**config.mk**
```make
export PLATFORM = sky130hd
export DESIGN_NAME = ema_welford_zscore_features_unit
export DESIGN_NICKNAME = d
export VERILOG_FILES = /design/src/rtl/ewz_pkg.sv /design/src/rtl/ewz_serial.sv /design/src/rtl/ewz_state.sv /design/src/rtl/ema_welford_zscore_features_unit.sv
export SDC_FILE = /design/constraint.sdc
export NUM_CORES = 2
export LEC_CHECK = 0
export BUFFER_PORTS_ARGS = -buffer_cell sky130_fd_sc_hd__buf_4
export CAP_MARGIN = 20
export CORE_MARGIN = 2
export CORE_UTILIZATION = 50
export DETAILED_ROUTE_END_ITERATION = 6
export GPL_ROUTABILITY_DRIVEN = 0
export PLACE_DENSITY_LB_ADDON = 0.08
export SLEW_MARGIN = 20
export SYNTH_ARGS = -nofsm -noshare
export SYNTH_HDL_FRONTEND = slang
export SYNTH_SLANG_ARGS = --single-unit
```
**constraint.sdc**
```tcl
create_clock -name clk -period 32.7 [get_ports clk]
set_clock_uncertainty 0.15 [all_clocks]
set_input_delay 1.635 -clock clk [delete_from_list [all_inputs] [get_ports clk]]
set_output_delay 1.635 -clock clk [all_outputs]
set_load 0.01 [all_outputs]
```
**src/rtl/ewz_pkg.sv**
```systemverilog
// Shared types and constants for the dual EMA and Welford z-score feature block.
// Used by ewz_serial, ewz_state and ema_welford_zscore_features_unit.
package ewz_pkg;

  localparam int NumSymbolsDef = 4;
  localparam int FracBits      = 16;

  localparam logic [15:0] AlphaFastReset = 16'd11916;
  localparam logic [15:0] AlphaSlowReset = 16'd2570;
  localparam logic [30:0] InitPriceReset = 31'd9830400;

  // Configuration register indexes.
  localparam logic [1:0] RegAlphaFast = 2'd0;
  localparam logic [1:0] RegAlphaSlow = 2'd1;
  localparam logic [1:0] RegInitPrice = 2'd2;

  // Step counts of the serial unit for each operation.
  localparam logic [6:0] StepsEma  = 7'd16;
  localparam logic [6:0] StepsWide = 7'd49;
  localparam logic [6:0] StepsVar  = 7'd64;
  localparam logic [6:0] StepsSqrt = 7'd32;

  typedef enum logic [1:0] {
    OP_MUL,
    OP_DIV,
    OP_SQRT
  } ser_op_t;

  typedef enum logic [4:0] {
    ST_IDLE,
    ST_LOAD,
    ST_FAST_GO,
    ST_FAST_WAIT,
    ST_SLOW_GO,
    ST_SLOW_WAIT,
    ST_MEAN_GO,
    ST_MEAN_WAIT,
    ST_DELTA2,
    ST_DEV_GO,
    ST_DEV_WAIT,
    ST_VAR_GO,
    ST_VAR_WAIT,
    ST_SQRT_GO,
    ST_SQRT_WAIT,
    ST_Z_GO,
    ST_Z_WAIT,
    ST_DONE
  } seq_state_t;

  typedef struct packed {
    logic        start;
    ser_op_t     op;
    logic [63:0] a;      // multiplicand or divisor
    logic [63:0] b;      // multiplier, left-aligned dividend or radicand
    logic [6:0]  steps;
  } ser_cmd_t;

  typedef struct packed {
    logic        done;
    logic [63:0] acc;    // high product or remainder
    logic [63:0] low;    // low product bits or quotient
    logic [31:0] root;
  } ser_res_t;

  typedef struct packed {
    logic signed [31:0] fast;
    logic signed [31:0] slow;
    logic signed [47:0] mean;
    logic        [63:0] sum;
    logic        [31:0] cnt;
  } sym_state_t;

endpackage

```
**src/rtl/ewz_serial.sv**
```systemverilog
// Shared bit-serial arithmetic unit: shift-add multiply, restoring divide and
// digit-by-digit square root, one bit of result per cycle. Depends on ewz_pkg.
module ewz_serial import ewz_pkg::*; (
  input  logic     clk,
  input  logic     rst,
  input  ser_cmd_t cmd,
  output ser_res_t res
);

  ser_op_t     op;
  logic [63:0] a_r;
  logic [63:0] acc;
  logic [63:0] low;
  logic [31:0] root;
  logic [6:0]  cnt;
  logic        busy;
  logic        done;

  logic [63:0] acc_next;
  logic [63:0] low_next;
  logic [31:0] root_next;
  logic [64:0] mul_sum;
  logic [32:0] div_t;
  logic [32:0] div_diff;
  logic [35:0] sq_t;
  logic [35:0] sq_trial;
  logic [35:0] sq_diff;

  always_comb begin
    mul_sum   = {1'b0, acc} + (low[0] ? {1'b0, a_r} : 65'd0);
    div_t     = {acc[31:0], low[63]};
    div_diff  = div_t - {1'b0, a_r[31:0]};
    sq_t      = {acc[33:0], low[63:62]};
    sq_trial  = {2'b00, root, 2'b01};
    sq_diff   = sq_t - sq_trial;
    acc_next  = acc;
    low_next  = low;
    root_next = root;
    case (op)
      OP_MUL: begin
        acc_next = mul_sum[64:1];
        low_next = {mul_sum[0], low[63:1]};
      end
      OP_DIV: begin
        if (div_t >= {1'b0, a_r[31:0]}) begin
          acc_next = {32'd0, div_diff[31:0]};
          low_next = {low[62:0], 1'b1};
        end else begin
          acc_next = {32'd0, div_t[31:0]};
          low_next = {low[62:0], 1'b0};
        end
      end
      OP_SQRT: begin
        low_next = {low[61:0], 2'b00};
        if (sq_t >= sq_trial) begin
          acc_next  = {28'd0, sq_diff};
          root_next = {root[30:0], 1'b1};
        end else begin
          acc_next  = {28'd0, sq_t};
          root_next = {root[30:0], 1'b0};
        end
      end
      default: begin
        acc_next = acc;
      end
    endcase
  end

  always_ff @(posedge clk) begin
    if (rst) begin
      busy <= 1'b0;
      done <= 1'b0;
      cnt  <= 7'd0;
      op   <= OP_MUL;
    end else begin
      done <= 1'b0;
      if (cmd.start) begin
        busy <= 1'b1;
        cnt  <= cmd.steps;
        op   <= cmd.op;
      end else if (busy) begin
        cnt <= cnt - 7'd1;
        if (cnt == 7'd1) begin
          busy <= 1'b0;
          done <= 1'b1;
        end
      end
    end
  end

  always_ff @(posedge clk) begin
    if (cmd.start) begin
      a_r  <= cmd.a;
      low  <= cmd.b;
      acc  <= 64'd0;
      root <= 32'd0;
    end else if (busy) begin
      acc  <= acc_next;
      low  <= low_next;
      root <= root_next;
    end
  end

  assign res.done = done;
  assign res.acc  = acc;
  assign res.low  = low;
  assign res.root = root;

endmodule

```
**src/rtl/ewz_state.sv**
```systemverilog
// Per-symbol state memory with valid bits; an entry that is not valid reads
// as the reload value built from the starting price. Depends on ewz_pkg.
module ewz_state import ewz_pkg::*; #(
  parameter int NUM_SYMBOLS = NumSymbolsDef,
  parameter int IDX_W       = (NUM_SYMBOLS > 1) ? $clog2(NUM_SYMBOLS) : 1
) (
  input  logic             clk,
  input  logic             rst,
  input  logic             clear,
  input  logic             rd_en,
  input  logic [IDX_W-1:0] rd_idx,
  input  logic             wr_en,
  input  logic [IDX_W-1:0] wr_idx,
  input  sym_state_t       wr_data,
  input  logic [30:0]      start_level,
  output sym_state_t       rd_data
);

  sym_state_t             mem [NUM_SYMBOLS];
  logic [NUM_SYMBOLS-1:0] valid;
  sym_state_t             rd_q;
  logic                   rd_valid;
  sym_state_t             reload;

  always_ff @(posedge clk) begin
    if (wr_en) begin
      mem[wr_idx] <= wr_data;
    end
    if (rd_en) begin
      rd_q <= mem[rd_idx];
    end
  end

  always_ff @(posedge clk) begin
    if (rst || clear) begin
      valid    <= '0;
      rd_valid <= 1'b0;
    end else begin
      if (wr_en) begin
        valid[wr_idx] <= 1'b1;
      end
      if (rd_en) begin
        rd_valid <= valid[rd_idx];
      end
    end
  end

  always_comb begin
    reload.fast = {1'b0, start_level};
    reload.slow = {1'b0, start_level};
    reload.mean = {1'b0, start_level, 16'd0};
    reload.sum  = 64'd0;
    reload.cnt  = 32'd1;
    rd_data     = rd_valid ? rd_q : reload;
  end

endmodule

```
**src/rtl/ema_welford_zscore_features_unit.sv**
```systemverilog
// Dual EMA and Welford z-score feature unit, one tick at a time.
// Each tick passes through up to seven bit-serial operations of 16 to 64 steps,
// the z-score division being skipped when the spread is zero; most of the time
// goes to them. A new tick is taken in the cycle after the result is loaded.
// Reset (rst, synchronous) restores the registers and reloads all symbols.
module ema_welford_zscore_features_unit import ewz_pkg::*; #(
  parameter int NUM_SYMBOLS = NumSymbolsDef,
  parameter int IDX_W       = (NUM_SYMBOLS > 1) ? $clog2(NUM_SYMBOLS) : 1
) (
  input  logic         clk,
  input  logic         rst,
  input  logic         cfg_write,
  input  logic [1:0]   cfg_index,
  input  logic [30:0]  cfg_data,
  input  logic         s_tvalid,
  output logic         s_tready,
  input  logic [31:0]  s_tdata,   // price
  input  logic [1:0]   s_tuser,   // symbol
  output logic         m_tvalid,
  input  logic         m_tready,
  output logic [159:0] m_tdata,   // fast_ema, slow_ema, mean_value, std_dev, z_score, pad
  output logic [2:0]   m_tuser    // out_symbol, zero_spread
);

  // Configuration registers. Writing the starting price also reloads every symbol.
  logic [15:0] fast_weight;
  logic [15:0] slow_weight;
  logic [30:0] start_level;
  logic        reload;

  always_ff @(posedge clk) begin
    if (rst) begin
      fast_weight <= AlphaFastReset;
      slow_weight <= AlphaSlowReset;
      start_level <= InitPriceReset;
    end else if (cfg_write) begin
      case (cfg_index)
        RegAlphaFast: fast_weight <= cfg_data[15:0];
        RegAlphaSlow: slow_weight <= cfg_data[15:0];
        RegInitPrice: start_level <= cfg_data;
        default:      fast_weight <= fast_weight;
      endcase
    end
  end

  assign reload = cfg_write && (cfg_index == RegInitPrice);

  // The symbol field selects a state slot modulo the number of symbols.
  function automatic logic [IDX_W-1:0] sym_slot(input logic [1:0] s);
    case (s)
      2'd0:    return IDX_W'(0);
      2'd1:    return IDX_W'(1 % NUM_SYMBOLS);
      2'd2:    return IDX_W'(2 % NUM_SYMBOLS);
      default: return IDX_W'(3 % NUM_SYMBOLS);
    endcase
  endfunction

  // Difference of price and an average, 33 bits signed.
  function automatic logic signed [32:0] ema_diff(input logic signed [31:0] p,
                                                 input logic signed [31:0] avg);
    return {p[31], p} - {avg[31], avg};
  endfunction

  function automatic logic [32:0] mag33(input logic signed [32:0] x);
    return x[32] ? 33'(-x) : 33'(x);
  endfunction

  function automatic logic [48:0] mag49(input logic signed [48:0] x);
    return x[48] ? 49'(-x) : 49'(x);
  endfunction

  // New average from the serial product of |price - avg| and alpha, rounded
  // to the nearest step with ties toward plus infinity.
  function automatic logic signed [31:0] ema_post(input logic signed [31:0] avg,
                                                  input logic neg,
                                                  input logic [48:0] pmag);
    logic signed [49:0] sp;
    logic signed [49:0] rnd;
    sp  = neg ? -$signed({1'b0, pmag}) : $signed({1'b0, pmag});
    rnd = (sp + 50'sd32768) >>> FracBits;
    return avg + rnd[31:0];
  endfunction

  seq_state_t state;
  seq_state_t state_next;

  ser_cmd_t   cmd;
  ser_res_t   res;
  sym_state_t rd_data;
  sym_state_t wr_data;
  logic       rd_en;
  logic       wr_en;

  // Working registers of the current tick.
  logic [1:0]         sym_r;
  logic [IDX_W-1:0]   slot_r;
  logic signed [31:0] price_r;
  logic signed [31:0] fast_r;
  logic signed [31:0] slow_r;
  logic signed [47:0] mean_r;
  logic        [63:0] sum_r;
  logic        [31:0] n1_r;
  logic signed [48:0] delta_r;
  logic signed [48:0] delta2_r;
  logic        [63:0] var_r;
  logic        [30:0] sd_r;
  logic signed [31:0] z_r;
  logic               zero_r;

  logic signed [32:0] dfast;
  logic signed [32:0] dslow;
  logic signed [48:0] dmean;
  logic        [48:0] dmag;
  logic        [48:0] d2mag;
  logic        [31:0] n1_calc;
  logic        [63:0] dev_add;
  logic        [64:0] sum_add;
  logic        [48:0] qstep;
  logic        [48:0] zmag;
  logic signed [48:0] mean_rnd;
  logic signed [31:0] mean_out;
  logic               out_load;

  always_comb begin
    dfast = ema_diff(price_r, fast_r);
    dslow = ema_diff(price_r, slow_r);
    dmean = {price_r[31], price_r, 16'd0} - {mean_r[47], mean_r};
    dmag  = mag49(delta_r);
    d2mag = mag49(delta2_r);
    // The count stops at its maximum; at least two samples after the update.
    n1_calc = (rd_data.cnt == 32'hFFFF_FFFF) ? 32'hFFFF_FFFF : rd_data.cnt + 32'd1;
    if (n1_calc < 32'd2) begin
      n1_calc = 32'd2;
    end
    // Product bits from 2^(2F+64) upward mean the addend saturates.
    dev_add = (res.acc[48:47] != 2'b00) ? 64'hFFFF_FFFF_FFFF_FFFF
                                        : {res.acc[46:0], res.low[63:47]};
    sum_add  = {1'b0, sum_r} + {1'b0, dev_add};
    qstep    = res.low[48:0];
    zmag     = res.low[48:0];
    // Signed rounding shift: the mean rounds to the nearest step, ties toward plus infinity.
    mean_rnd = ($signed({mean_r[47], mean_r}) + 49'sd32768) >>> FracBits;
    if (mean_rnd > 49'sh0_0000_7FFF_FFFF) begin
      mean_out = 32'sh7FFF_FFFF;
    end else begin
      mean_out = mean_rnd[31:0];
    end
  end

  // Sequencer: next state and the commands to the serial unit and memory.
  always_comb begin
    state_next = state;
    cmd        = '0;
    cmd.op     = OP_MUL;
    rd_en      = 1'b0;
    wr_en      = 1'b0;
    s_tready   = 1'b0;
    out_load   = 1'b0;
    case (state)
      ST_IDLE: begin
        s_tready = 1'b1;
        if (s_tvalid) begin
          rd_en      = 1'b1;
          state_next = ST_LOAD;
        end
      end
      ST_LOAD: state_next = ST_FAST_GO;
      ST_FAST_GO: begin
        cmd.start  = 1'b1;
        cmd.op     = OP_MUL;
        cmd.a      = {31'd0, mag33(dfast)};
        cmd.b      = {48'd0, fast_weight};
        cmd.steps  = StepsEma;
        state_next = ST_FAST_WAIT;
      end
      ST_FAST_WAIT: if (res.done) state_next = ST_SLOW_GO;
      ST_SLOW_GO: begin
        cmd.start  = 1'b1;
        cmd.op     = OP_MUL;
        cmd.a      = {31'd0, mag33(dslow)};
        cmd.b      = {48'd0, slow_weight};
        cmd.steps  = StepsEma;
        state_next = ST_SLOW_WAIT;
      end
      ST_SLOW_WAIT: if (res.done) state_next = ST_MEAN_GO;
      ST_MEAN_GO: begin
        cmd.start  = 1'b1;
        cmd.op     = OP_DIV;
        cmd.a      = {32'd0, n1_r};
        cmd.b      = {mag49(dmean), 15'd0};
        cmd.steps  = StepsWide;
        state_next = ST_MEAN_WAIT;
      end
      ST_MEAN_WAIT: if (res.done) state_next = ST_DELTA2;
      ST_DELTA2: state_next = ST_DEV_GO;
      ST_DEV_GO: begin
        cmd.start  = 1'b1;
        cmd.op     = OP_MUL;
        cmd.a      = {15'd0, dmag};
        cmd.b      = {15'd0, d2mag};
        cmd.steps  = StepsWide;
        state_next = ST_DEV_WAIT;
      end
      ST_DEV_WAIT: if (res.done) state_next = ST_VAR_GO;
      ST_VAR_GO: begin
        cmd.start  = 1'b1;
        cmd.op     = OP_DIV;
        cmd.a      = {32'd0, n1_r - 32'd1};
        cmd.b      = sum_r;
        cmd.steps  = StepsVar;
        state_next = ST_VAR_WAIT;
      end
      ST_VAR_WAIT: if (res.done) state_next = ST_SQRT_GO;
      ST_SQRT_GO: begin
        cmd.start  = 1'b1;
        cmd.op     = OP_SQRT;
        cmd.b      = var_r;
        cmd.steps  = StepsSqrt;
        state_next = ST_SQRT_WAIT;
      end
      ST_SQRT_WAIT: begin
        if (res.done) begin
          state_next = (res.root == 32'd0) ? ST_DONE : ST_Z_GO;
        end
      end
      ST_Z_GO: begin
        cmd.start  = 1'b1;
        cmd.op     = OP_DIV;
        cmd.a      = {33'd0, sd_r};
        cmd.b      = {d2mag, 15'd0};
        cmd.steps  = StepsWide;
        state_next = ST_Z_WAIT;
      end
      ST_Z_WAIT: if (res.done) state_next = ST_DONE;
      ST_DONE: begin
        // Wait for the output register to be free, then commit the state.
        if (!m_tvalid || m_tready) begin
          wr_en      = 1'b1;
          out_load   = 1'b1;
          state_next = ST_IDLE;
        end
      end
      default: state_next = ST_IDLE;
    endcase
  end

  always_ff @(posedge clk) begin
    if (rst) begin
      state <= ST_IDLE;
    end else begin
      state <= state_next;
    end
  end

  // Datapath registers, loaded as a tick is taken, at the state read and as each operation finishes.
  always_ff @(posedge clk) begin
    case (state)
      ST_IDLE: begin
        if (s_tvalid) begin
          sym_r   <= s_tuser;
          slot_r  <= sym_slot(s_tuser);
          price_r <= s_tdata;
        end
      end
      ST_LOAD: begin
        fast_r <= rd_data.fast;
        slow_r <= rd_data.slow;
        mean_r <= rd_data.mean;
        sum_r  <= rd_data.sum;
        n1_r   <= n1_calc;
        z_r    <= 32'sd0;
        zero_r <= 1'b0;
      end
      ST_FAST_WAIT: begin
        if (res.done) begin
          fast_r <= ema_post(fast_r, dfast[32], {res.acc[32:0], res.low[63:48]});
        end
      end
      ST_SLOW_WAIT: begin
        if (res.done) begin
          slow_r <= ema_post(slow_r, dslow[32], {res.acc[32:0], res.low[63:48]});
        end
      end
      ST_MEAN_WAIT: begin
        if (res.done) begin
          delta_r <= dmean;
          mean_r  <= dmean[48] ? mean_r - qstep[47:0] : mean_r + qstep[47:0];
        end
      end
      ST_DELTA2: delta2_r <= dmean;
      ST_DEV_WAIT: begin
        if (res.done) begin
          sum_r <= sum_add[64] ? 64'hFFFF_FFFF_FFFF_FFFF : sum_add[63:0];
        end
      end
      ST_VAR_WAIT: begin
        if (res.done) begin
          var_r <= res.low;
        end
      end
      ST_SQRT_WAIT: begin
        if (res.done) begin
          sd_r   <= res.root[31] ? 31'h7FFF_FFFF : res.root[30:0];
          zero_r <= (res.root == 32'd0);
        end
      end
      ST_Z_WAIT: begin
        if (res.done) begin
          if (zmag >= 49'h0_0000_8000_0000) begin
            z_r <= delta2_r[48] ? 32'sh8000_0000 : 32'sh7FFF_FFFF;
          end else begin
            z_r <= delta2_r[48] ? -$signed(zmag[31:0]) : $signed(zmag[31:0]);
          end
        end
      end
      default: begin
        price_r <= price_r;
      end
    endcase
  end

  always_comb begin
    wr_data.fast = fast_r;
    wr_data.slow = slow_r;
    wr_data.mean = mean_r;
    wr_data.sum  = sum_r;
    wr_data.cnt  = n1_r;
  end

  ewz_serial u_serial (
    .clk (clk),
    .rst (rst),
    .cmd (cmd),
    .res (res)
  );

  ewz_state #(
    .NUM_SYMBOLS (NUM_SYMBOLS),
    .IDX_W       (IDX_W)
  ) u_state (
    .clk         (clk),
    .rst         (rst),
    .clear       (reload),
    .rd_en       (rd_en),
    .rd_idx      (sym_slot(s_tuser)),
    .wr_en       (wr_en),
    .wr_idx      (slot_r),
    .wr_data     (wr_data),
    .start_level (start_level),
    .rd_data     (rd_data)
  );

  // Output register: the result waits here while the next tick is taken.
  always_ff @(posedge clk) begin
    if (rst) begin
      m_tvalid <= 1'b0;
    end else if (out_load) begin
      m_tvalid <= 1'b1;
    end else if (m_tready) begin
      m_tvalid <= 1'b0;
    end
  end

  always_ff @(posedge clk) begin
    if (out_load) begin
      m_tdata <= {1'b0, z_r, sd_r, mean_out, slow_r, fast_r};
      m_tuser <= {zero_r, sym_r};
    end
  end

endmodule

```
==> results.json <==
{
  "grtUsageMet2_pct": 51.4,
  "drtIter0Drc": 11600,
  "cpMaxStageDelayCell": "nor4_2",
  "cts_max_level": 4,
  "first_global_vias": 77000,
  "crit_top_cell": "o21ai_0",
  "grt_util_met1_pct": 46.9,
  "cts.path.max_buffers": 3,
  "timing.hold.ws_ps": 269,
  "postSynth.asyncResetShare_pct": 0,
  "dp_hpwl_mm": 276,
  "ios": 237,
  "via_per_inst": 6.62,
  "setup_viol": 0,
  "p_int_mw": 6.52,
  "cts_buffers": 206,
  "synth_area_um2": 107000,
  "power_frac_seq_pct": 30.8,
  "power_density_nw_per_um2": 98.9,
  "hold_buffers": 0,
  "rsz0062_at_grt": "false",
  "crit_arrival_ps": 10480,
  "netlist_instances": 9392,
  "port_buffers": 235,
  "drtPass1Iterations": 7,
  "tns_ps": 0,
  "violations": "DRC",
  "post-route-min-period_ps": 10010,
  "coreArea_um2": 212000,
  "whs_endpoint": "m_tdata[132]$_DFFE_PP_",
  "sw_frac_of_total_pct": 44.4,
  "placed_cell_area_um2": 112000,
  "overflow": 0,
  "clock.fmax_mhz": 99.9,
  "status": "finished, violations left",
  "die_h_um": 466,
  "fp-row-count": 169,
  "cts_tree": "built",
  "path_class": "register to register",
  "synth-edff-count": 1785,
  "layout-drive-gt1-share_pct": 11.3,
  "worst_pin_slew_ps": 1370,
  "ys_types": 99,
  "hp-class": "register to register",
  "p_switching_mw": 5.22,
  "wl_per_cell_um": 30.8,
  "postLayoutCellArea_um2": 119000,
  "ys_warn_count": 0,
  "r2r-start": "mean_r[0]$_DFFE_PP_",
  "grt.busiest_layer": "met2",
  "postCtsSetupRepairBufs": 0,
  "finalHoldViolCount": 0,
  "slew_violations": 0,
  "initial_utilization_pct": 50.3,
  "fin_ws_ps": 22690,
  "grt_pass1_wl_mm": 549,
  "die_area_um2": 217000,
  "syn_avg_cell_area_um2": 11.4,
  "max-cap-violations": 0,
  "die_w_um": 466,
  "hold_depth": 0,
  "p_leak_nw": 42.2,
  "end_kind": "register",
  "fin_nets": 9969,
  "pre_cts_ws_ps": 23080,
  "ant_nets": 0,
  "synthTopCellsByArea": "edfxtp_1, ha_1, mux4_2",
  "cp_max_fo": 55,
  "wl_mm": 385,
  "ys.flop_type": "edfxtp_1",
  "vias": 82700,
  "crit_required_ps": 33180,
  "track_usage_pct": 34.7,
  "power_frac_clock_pct": 20.2,
  "netlist.area_leader.share_pct": 50.2,
  "cts.clk_slew.worst_paths_ps": 70,
  "syn-num-nets": 9874,
  "fin_total_pwr_mw": 11.7,
  "cts_resized": 0,
  "ys_seq_elements": 1966,
  "rr_endpoint": "mean_r[46]$_DFFE_PP_",
  "min_from": "z_r[5]$_SDFFCE_PP0P_",
  "pwr-share-comb_pct": 49.0,
  "max-vdd-ir-drop_v": 0.0000718,
  "grt_max_degree": 124,
  "min_period_over_period_pct": 30.6,
  "clock_latency_ps": 900,
  "reg2regPathDepth": 29,
  "antenna_found_initial": 22,
  "r2r_slack_ps": 22690,
  "maxSlewHeadroom_pct": 8.98,
  "root_buffer": "clkbuf_16",
  "synth-seq-area-share_pct": 53.6,
  "use_met3_pct": 7.91,
  "numClockSinks": 1966,
  "drc": 17,
  "cpPeakStageDelay_ps": 730,
  "area_delta_synth_final_pct": 11.1,
  "synth_top_area_cell": "edfxtp_1",
  "startpoint_type": "register"
}
## power by group through the flow
stage,clock [mW],sequential [mW],combinational [mW]
floorplan,0,3.40,3.87
global route,2.49,3.62,6.11
global placement,0,3.62,5.47
CTS,2.40,3.59,5.56
finish,2.37,3.61,5.75
detailed placement,0,3.64,5.52
## metrics by stage
step                      util, %  cells
after floorplan                 -   9392
after global placement       52.6  12100
after detailed placement     52.6  12100
after CTS                    55.8  12500
after global routing         55.9  12500
final                        55.9  12500
## kinds of logic after synthesis
logic type / Yosys count / synth area share (%)
xor+xnor: 786 / 6.47
compound gates: 2529 / 15.4
buf+inv: 817 / 2.89
fa+ha+maj: 410 / 4.86
flops: 1966 / 53.6
other cells: 1 / 0.00351
simple gates: 2627 / 11.9
mux: 256 / 4.88
## critical path, delay by kind of cell (launching register included)
| family | cells | cell delay [ps] |
|---|---|---|
| AO/OA/AOI/OAI | 11 | 3570 |
| XOR/XNOR | 2 | 240 |
| flip-flops | 1 | 570 |
| adder cells (fa/ha/maj) | 2 | 710 |
| multiplexers | 1 | 80 |
| buffers and inverters | 4 | 1080 |
| AND/OR/NAND/NOR | 9 | 3230 |
## worst max-delay path by stage
stage	startpoint	endpoint	slack (ps)	cells past startpoint
final	mean_r[0]$_DFFE_PP_	mean_r[46]$_DFFE_PP_	22690	29
after global routing	mean_r[0]$_DFFE_PP_	mean_r[46]$_DFFE_PP_	22240	29
after CTS	mean_r[0]$_DFFE_PP_	mean_r[46]$_DFFE_PP_	23050	29
after detailed placement	mean_r[0]$_DFFE_PP_	mean_r[46]$_DFFE_PP_	23080	29
after global placement	mean_r[0]$_DFFE_PP_	mean_r[46]$_DFFE_PP_	23260	29
after floorplan	m_tready	u_state.mem[2][0]$_DFFE_PP_	8310	2
## cell usage in the layout (no fill, tap or decap), types with 87 or more instances in the layout
master and count:
a211oi_1 165, a21o_1 217, a21oi_1 693, a31oi_1 144
buf_4 394, clkbuf_16 206, dfxtp_1 176, edfxtp_1 1785
ha_1 399, inv_1 295, mux4_2 210, nand2_1 831
nand2b_1 87, nand3_1 183, nor2_1 598, nor3_1 195
o21ai_0 480, o31ai_1 89, or3_1 130, xnor2_1 441
xor2_1 340
## layer usage
metal	wire length (um)	share of wire [%]	vias to the layer above
met2	167000	43	4874
met4	26700	6.9	8
met3	41300	11	996
met5	49	0.013	-
met1	151000	39	40800
li1	-	-	36000
## synthesized netlist by cell type, types with 77 or more instances
| master | count |
|---|---|
| a211oi_1 | 166 |
| a21o_1 | 219 |
| a21oi_1 | 694 |
| a221oi_1 | 85 |
| a22oi_1 | 85 |
| a31oi_1 | 145 |
| and2_1 | 86 |
| clkbuf_1 | 449 |
| dfxtp_1 | 181 |
| edfxtp_1 | 1785 |
| ha_1 | 402 |
| inv_1 | 297 |
| mux4_2 | 210 |
| nand2_1 | 834 |
| nand2b_1 | 88 |
| nand3_1 | 183 |
| nor2_1 | 610 |
| nor2b_1 | 85 |
| nor3_1 | 201 |
| nor4_1 | 77 |
| o21ai_0 | 481 |
| o31ai_1 | 89 |
| or3_1 | 130 |
| xnor2_1 | 444 |
| xor2_1 | 340 |
## sequential cells by signal (all words and copies together), names as in the netlist, 16 cells and up
name           count
n1_r              32
m_tdata          159
u_state.rd_q     208
u_serial.root     32
fast_r            32
sd_r              31
u_serial.a_r      49
delta2_r          49
fast_weight       16
sum_r             64
z_r               32
u_serial.acc      64
slow_weight       16
price_r           32
start_level       31
delta_r           49
u_state.mem      832
slow_r            32
u_serial.low      64
mean_r            48
var_r             64
## layout make-up
type,instances,area [um^2]
Fill cell,17900,93600
Sequential cell,1966,57200
Multi-Input combinational cell,6609,46800
Clock buffer,271,5480
Tap cell,2821,3530
Timing Repair Buffer,406,3190
Clock inverter,117,1320
Inverter,298,1120
Antenna cell,12,30.0
(Power assumes the default switching activity.)
